File: config.mk
export PLATFORM = sky130hd
export DESIGN_NAME = key_matrix_debounce_top
export DESIGN_NICKNAME = d
export VERILOG_FILES = /design/src/design/kmd_pkg.sv /design/src/design/key_matrix_debounce_top.sv /design/src/design/kmd_raw_matrix.sv
export SDC_FILE = /design/constraint.sdc
export NUM_CORES = 1
export LEC_CHECK = 0
export BUFFER_PORTS_ARGS = -buffer_cell sky130_fd_sc_hd__buf_2
export CAP_MARGIN = 0
export CORE_MARGIN = 1.5
export CORE_UTILIZATION = 35
export CTS_CLUSTER_SIZE = 14
export DETAILED_ROUTE_END_ITERATION = 6
export PLACE_DENSITY = 0.47
export SETUP_SLACK_MARGIN = 0.2
export SYNTH_ARGS = -nofsm -noshare
export SYNTH_HDL_FRONTEND = slang
export SYNTH_SLANG_ARGS = --single-unit
export TNS_END_PERCENT = 100
File: constraint.sdc
create_clock -name clock -period 12.8 [get_ports clock]
set_input_delay 1.28 -clock clock [delete_from_list [all_inputs] [get_ports clock]]
set_output_delay 1.28 -clock clock [all_outputs]
set_load 0.1 [all_outputs]
File: src/design/kmd_pkg.sv
// ----------------------------------------------------------------------------
// Key matrix debounce package
// Shared sizes, types and helper functions for the key matrix debounce block.
// ----------------------------------------------------------------------------
`default_nettype none

package kmd_pkg;

   // Matrix geometry.
   localparam int ROWS = 8;
   localparam int COLS = 18;

   // Fixed field widths of the request and response items.
   localparam int COL_W       = 5;
   localparam int ROW_FIELD_W = 8;
   localparam int SETTLE_W    = 8;
   localparam int KEY_W       = 8;

   // Packed stream widths (whole bytes).
   localparam int REQ_DATA_W = 16;
   localparam int RSP_DATA_W = 16;

   localparam logic [SETTLE_W-1:0] SETTLE_RESET = 8'd5;
   localparam logic [SETTLE_W-1:0] SETTLE_MIN   = 8'd1;

   localparam int IDX_W   = (COLS > 1) ? $clog2(COLS) : 1;
   localparam int TOTAL_W = $clog2(ROWS * COLS + 1);

   localparam int KEY_LIMIT = 255;
   localparam int KEY_MAX   = (ROWS * COLS > KEY_LIMIT) ? KEY_LIMIT : ROWS * COLS;

   typedef logic [ROWS-1:0]          kmd_row_type;
   typedef kmd_row_type [COLS-1:0]   kmd_matrix_type;
   typedef logic [TOTAL_W-1:0]       kmd_total_type;

   // One column sample as seen by the raw matrix store.
   typedef struct packed {
      logic              wr;
      logic [IDX_W-1:0]  idx;
      kmd_row_type       rows;
   } kmd_sample_type;

   // What the raw matrix store reports back for the current sample.
   typedef struct packed {
      logic          changed;
      kmd_total_type total_next;
   } kmd_raw_status_type;

   // Number of set bits in one column.
   function automatic kmd_total_type ones_in(input kmd_row_type v);
      kmd_total_type n;
      n = '0;
      for (int r = 0; r < ROWS; r++) begin
         n = n + kmd_total_type'(v[r]);
      end
      return n;
   endfunction

endpackage

`default_nettype wire

File: src/design/key_matrix_debounce_top.sv
// ----------------------------------------------------------------------------
// Key matrix debounce top level
// Latency: a response appears in the cycle after its request is accepted.
// Throughput: one request per cycle while rsp_tready is high; the settle and
// publish logic is one pass between request handshake and response register.
// Reset: synchronous; clears both matrices, the counters and the response
// valid flag, and loads settle_scans with 5. No request is taken during reset.
// ----------------------------------------------------------------------------
`default_nettype none

module key_matrix_debounce_top
   import kmd_pkg::*;
(
   input  wire logic                  clock,
   input  wire logic                  reset,
   // Configuration: settle_scans.
   input  wire logic                  csr_wr_en,
   input  wire logic [SETTLE_W-1:0]   csr_wr_data,
   // Request channel.
   input  wire logic                  req_tvalid,
   output logic                       req_tready,
   // Fields from bit 0: column[4:0], row_bits[12:5], zero padding.
   input  wire logic [REQ_DATA_W-1:0] req_tdata,
   // scan_end.
   input  wire logic                  req_tlast,
   // Response channel.
   output logic                       rsp_tvalid,
   input  wire logic                  rsp_tready,
   // Fields from bit 0: stable_column[7:0], key_count[15:8].
   output logic [RSP_DATA_W-1:0]      rsp_tdata,
   // settled.
   output logic                       rsp_tuser
);

   // Settle length register. A zero write would never publish, so it is
   // stored as the minimum of one scan.
   logic [SETTLE_W-1:0] settle_scans_ff;

   // Debounce state.
   kmd_matrix_type      stable_ff;
   kmd_matrix_type      stable_in;
   logic [SETTLE_W-1:0] settle_count_ff;
   logic [SETTLE_W-1:0] settle_count_in;
   logic [KEY_W-1:0]    pressed_ff;
   logic [KEY_W-1:0]    pressed_in;

   // Response register.
   logic                  rsp_valid_ff;
   logic                  rsp_valid_in;
   logic [RSP_DATA_W-1:0] rsp_data_ff;
   logic [RSP_DATA_W-1:0] rsp_data_in;
   logic                  rsp_user_ff;

   // Request decode.
   logic              accept;
   logic [COL_W-1:0]  col;
   logic              col_hit;
   logic [IDX_W-1:0]  col_idx;
   kmd_row_type       rows;
   logic              publish;
   logic [KEY_W-1:0]  column_bits;

   kmd_sample_type     sample;
   kmd_matrix_type     raw_next;
   kmd_raw_status_type raw_status;

   // The response register is the only thing between the two sides, so a new
   // request is taken whenever the held response leaves in the same cycle.
   assign req_tready = !reset && (!rsp_valid_ff || rsp_tready);
   assign accept     = req_tvalid && req_tready;

   assign col     = req_tdata[COL_W-1:0];
   // Row bits above the matrix height are dropped here.
   assign rows    = req_tdata[COL_W +: ROWS];
   assign col_hit = 32'(col) < 32'(COLS);
   assign col_idx = col_hit ? col[IDX_W-1:0] : '0;

   // A column outside the matrix leaves the raw store alone, but its
   // end-of-scan mark still counts.
   assign sample.wr   = accept && col_hit;
   assign sample.idx  = col_idx;
   assign sample.rows = rows;

   kmd_raw_matrix u_raw (
      .clock    (clock),
      .reset    (reset),
      .sample   (sample),
      .raw_next (raw_next),
      .status   (raw_status)
   );

   // Settle counter. A change reloads it first; an end-of-scan mark in the
   // same request then counts down from the reloaded value.
   always_comb begin
      settle_count_in = settle_count_ff;
      publish         = 1'b0;
      if (accept) begin
         if (raw_status.changed) begin
            settle_count_in = settle_scans_ff;
         end
         if (req_tlast && (settle_count_in != '0)) begin
            settle_count_in = settle_count_in - SETTLE_W'(1);
            publish         = (settle_count_in == '0);
         end
      end
   end

   // Publishing copies the whole raw matrix and takes the running total,
   // which saturates only for matrices larger than the key count field.
   always_comb begin
      stable_in  = stable_ff;
      pressed_in = pressed_ff;
      if (publish) begin
         stable_in = raw_next;
         if (32'(raw_status.total_next) > 32'(KEY_LIMIT)) begin
            pressed_in = KEY_W'(KEY_LIMIT);
         end else begin
            pressed_in = KEY_W'(raw_status.total_next);
         end
      end
   end

   // Response payload reflects the state after this request.
   always_comb begin
      column_bits  = col_hit ? KEY_W'(stable_in[col_idx]) : '0;
      rsp_data_in  = {pressed_in, column_bits};
      rsp_valid_in = rsp_valid_ff && !rsp_tready;
      if (accept) begin
         rsp_valid_in = 1'b1;
      end
   end

   always_ff @(posedge clock) begin
      if (reset) begin
         settle_scans_ff <= SETTLE_RESET;
      end else if (csr_wr_en) begin
         settle_scans_ff <= (csr_wr_data == '0) ? SETTLE_MIN : csr_wr_data;
      end
   end

   always_ff @(posedge clock) begin
      if (reset) begin
         stable_ff       <= '0;
         settle_count_ff <= '0;
         pressed_ff      <= '0;
         rsp_valid_ff    <= 1'b0;
      end else begin
         stable_ff       <= stable_in;
         settle_count_ff <= settle_count_in;
         pressed_ff      <= pressed_in;
         rsp_valid_ff    <= rsp_valid_in;
      end
   end

   // Payload needs no reset; it is loaded with every accepted request.
   always_ff @(posedge clock) begin
      if (accept) begin
         rsp_data_ff <= rsp_data_in;
         rsp_user_ff <= (settle_count_in == '0);
      end
   end

   assign rsp_tvalid = rsp_valid_ff;
   assign rsp_tdata  = rsp_data_ff;
   assign rsp_tuser  = rsp_user_ff;

endmodule

`default_nettype wire

File: src/design/kmd_raw_matrix.sv
// ----------------------------------------------------------------------------
// Key matrix debounce raw store
// Holds the raw matrix and a running count of its set bits.
// ----------------------------------------------------------------------------
`default_nettype none

module kmd_raw_matrix
   import kmd_pkg::*;
(
   input  wire logic               clock,
   input  wire logic               reset,
   input  wire kmd_sample_type     sample,
   output kmd_matrix_type          raw_next,
   output kmd_raw_status_type      status
);

   kmd_matrix_type raw_ff;
   kmd_total_type  total_ff;
   kmd_row_type    old_row;

   always_comb begin
      old_row           = raw_ff[sample.idx];
      raw_next          = raw_ff;
      status.changed    = sample.wr && (old_row != sample.rows);
      status.total_next = total_ff;
      if (status.changed) begin
         raw_next[sample.idx] = sample.rows;
         // The total follows the matrix, so publishing needs no sweep.
         status.total_next    = total_ff - ones_in(old_row) + ones_in(sample.rows);
      end
   end

   always_ff @(posedge clock) begin
      if (reset) begin
         raw_ff   <= '0;
         total_ff <= '0;
      end else begin
         raw_ff   <= raw_next;
         total_ff <= status.total_next;
      end
   end

endmodule

`default_nettype wire

==> run summary <==
Antenna Nets Post-Route: 0
Startpoint Class: primary input
Die H: 229 microns
CTS tree: yes
Detailed Routing Iterations Pass 1: 5
CP max FO: 18
Worst Setup End Kind: flop
vias per cell: 5.99
Min-Delay Path Class: flop to flop
Worst Path Arrival: 10.02 ns
vias in the first global route: 15500
cts repair resizes: 0
first-pass GRT wire length: 102000 microns
final non-filler cell total: 2726
crit path kind: primary input to flop
leakage power: 7.32 nW
worst skew pair latency: 0.58 ns
fill cell count: 5107
Yosys top cell by area: dfxtp_1
DR WL/cell: 25.4 microns
Req. time, crit path: 13.04 ns
core area: 50400 sq um
Die Wd: 229 microns
Area growth, synth to finish: 11.1%
Starting Density: 35.6%
largest net degree at the start of global routing: 218
Clock Skew: 0.0269 ns
RePlAce Congestion: 0.854
root buf cell: clkbuf_16
Synth area leaders: dfxtp_1 36%, nor2_1 7.3%, mux2i_1 7.2%, a211oi_1 6.0%, mux2_2 3.0%
Cell variety after synth: 102
antenna violations before repair: 0
DRC: 0
Vias: 16300
CTS Sinks: 338
Hold Violations, Final: 0
Die Area: 52600 sq um
dpl ws: 2.72 ns
placed cell count: 2651
Ports: 49
fin crit share: 76.4%
DRT iter0 DRCs: 1615
CTS Buffer Depth: 3
utilization after layout: 39.5%
synth warn: 0
ys flop type: dfxtp_1
status: finished, final reports clean
synth cell count leaders: 350 x nor2_1, 321 x dfxtp_1, 144 x a211oi_1
Synth top area share: 35.8%
final setup margin: 3.02 ns
dpl hpwl: 45100 microns
H-tree lvl count: 2
I/O Buffers: 45
ant diodes: 0
Clock transition at path regs: 0.06 ns
RSZ-0062 raised after global routing: no
syn_nets: 2127
Worst-Margin Slew: 1.23 ns
Max Slew Vio Count: 0
post-CTS setup buffer count: 0
Seq/Total Area, Yosys: 38.7%
CTS Hold Bufs: 0
slew margin rel.: 17.2%
Syn Std Cell Area: 17900 sq um
mean post-synth cell area: 8.70 sq um
worst vdd ir: 0.0000768 V
achievable frequency: 102 MHz
share of cells above drive strength 1: 12.7%
top-count cell post-synth: nor2_1
Fin Setup TNS: 0 ns
Final nets: 2087
all-layer global routing usage: 25.9%
EDFF count, synth: 17
FP Rows: 82
grt total ovfl: 0
drt total wl: 69300 microns
post-synthesis register bit count: 338
async set or reset register ratio after synthesis: 0%
Num CTS Buffers: 41
maxcap violations: 0
pwr/cell area: 142 nW/um^2
Setup violations, final: 0
crit path time final: 9.78 ns
Post-Synthesis Cells: 2062
Pwr Total: 2.83 mW
registers in the layout (all words and copies together) (netlist names):
register and flops:
u_raw.raw_ff 144, rsp_tuser 1, settle_count_ff 8, rsp_tdata 16
pressed_ff 8, stable_ff 144, rsp_tvalid 1, u_raw.total_ff 8
settle_scans_ff 8
through the flow:
step / hold WS [ns] / cell area (sq um)
2_1_floorplan: 0.436 / 17900
3_3_place_gp: 0.446 / 18600
3_5_place_dp: 0.451 / 18600
4_1_cts: 0.463 / 19900
5_1_grt: 0.471 / 19900
6_report: 0.464 / 19900
power by group:
group,total [mW],internal [mW],leakage [nW],switching [mW]
Sequential,1.09,1.08,2.75,0.0136
Combinational,0.588,0.223,3.92,0.365
Clock,1.15,0.672,0.642,0.474
cells in the final DEF, fill, tap and decap left out, types with 10 or more instances in the layout:
cell type  instances
nor2_1           349
dfxtp_1          321
a211oi_1         144
mux2i_1          129
a21oi_1           95
nand2_1           82
nor3_1            78
inv_1             54
nor2b_1           52
o21ai_0           52
buf_4             48
mux2_2            47
buf_2             44
clkbuf_16         43
o22ai_1           32
nand3_1           24
ha_1              23
o32ai_1           18
o221ai_1          18
o31ai_1           18
nor4_1            18
o21a_1            17
edfxtp_1          17
and3_1            13
a22oi_1           12
a31oi_1           12
fa_1              12
clkbuf_1          12
nand2b_1          11
o211ai_1          11
a21o_1            10
metal layers:
layer / wire length [microns] / up-vias / track usage, %
li1: - / 7476 / -
met5: 0 / - / 0
met4: 2580 / 0 / 10.5
met2: 30600 / 658 / 40.0
met3: 5270 / 142 / 5.35
met1: 30800 / 8051 / 35.1
worst paths after layout:
| check | start | to | slack (ns) | cells after the start |
|---|---|---|---|---|
| worst max-delay path | req_tdata[2] | rsp_tdata[1]$_SDFFCE_PP0P_ | 3.02 | 24 |
| worst min-delay path | stable_ff[61]$_SDFF_PP0_ | stable_ff[61]$_SDFF_PP0_ | 0.46 | 2 |
| worst min register to register | stable_ff[61]$_SDFF_PP0_ | stable_ff[61]$_SDFF_PP0_ | 0.46 | 2 |
| worst max register to register | u_raw.raw_ff[49]$_SDFF_PP0_ | rsp_tdata[1]$_SDFFCE_PP0P_ | 4.90 | 21 |
cell families after synthesis:
logic type | after synthesis | share of synthesized area (%)
buf+inv | 232 | 5.76
flops | 338 | 38.7
fa+ha+maj | 35 | 2.94
xor+xnor | 16 | 0.781
simple gates | 700 | 18.3
mux | 176 | 10.2
compound gates | 565 | 23.4
critical path, stage by stage:
cell      delay (ns)
buf_2           0.21
buf_4           0.26
o31ai_4         0.58
nand2_1         0.37
buf_4           0.29
a221oi_1        0.61
or2_2           0.22
a221o_1         0.16
nand4_2         0.44
o31ai_4         0.86
mux2i_1         0.24
ha_1            0.30
nor3b_1         0.15
nor3_1          0.14
a21oi_1         0.09
nor4_1          0.60
and2_1          0.26
a41o_1          0.59
buf_4           0.39
o221ai_1        0.13
and3_1          0.28
a221o_1         0.26
nor4_1          0.99
o22ai_1         0.27
area by class of cell:
type	count	area (sq um)	area share (%)
Timing Repair Buffer	94	616	3.09
Inverter	55	206	1.04
Clock buffer	61	1200	6.04
Tap cell	672	841	4.22
Multi-Input combinational cell	1492	10000	50.2
Sequential cell	338	6940	34.8
Clock inverter	14	106	0.534
Note: power is estimated with default switching activity, not from simulation.
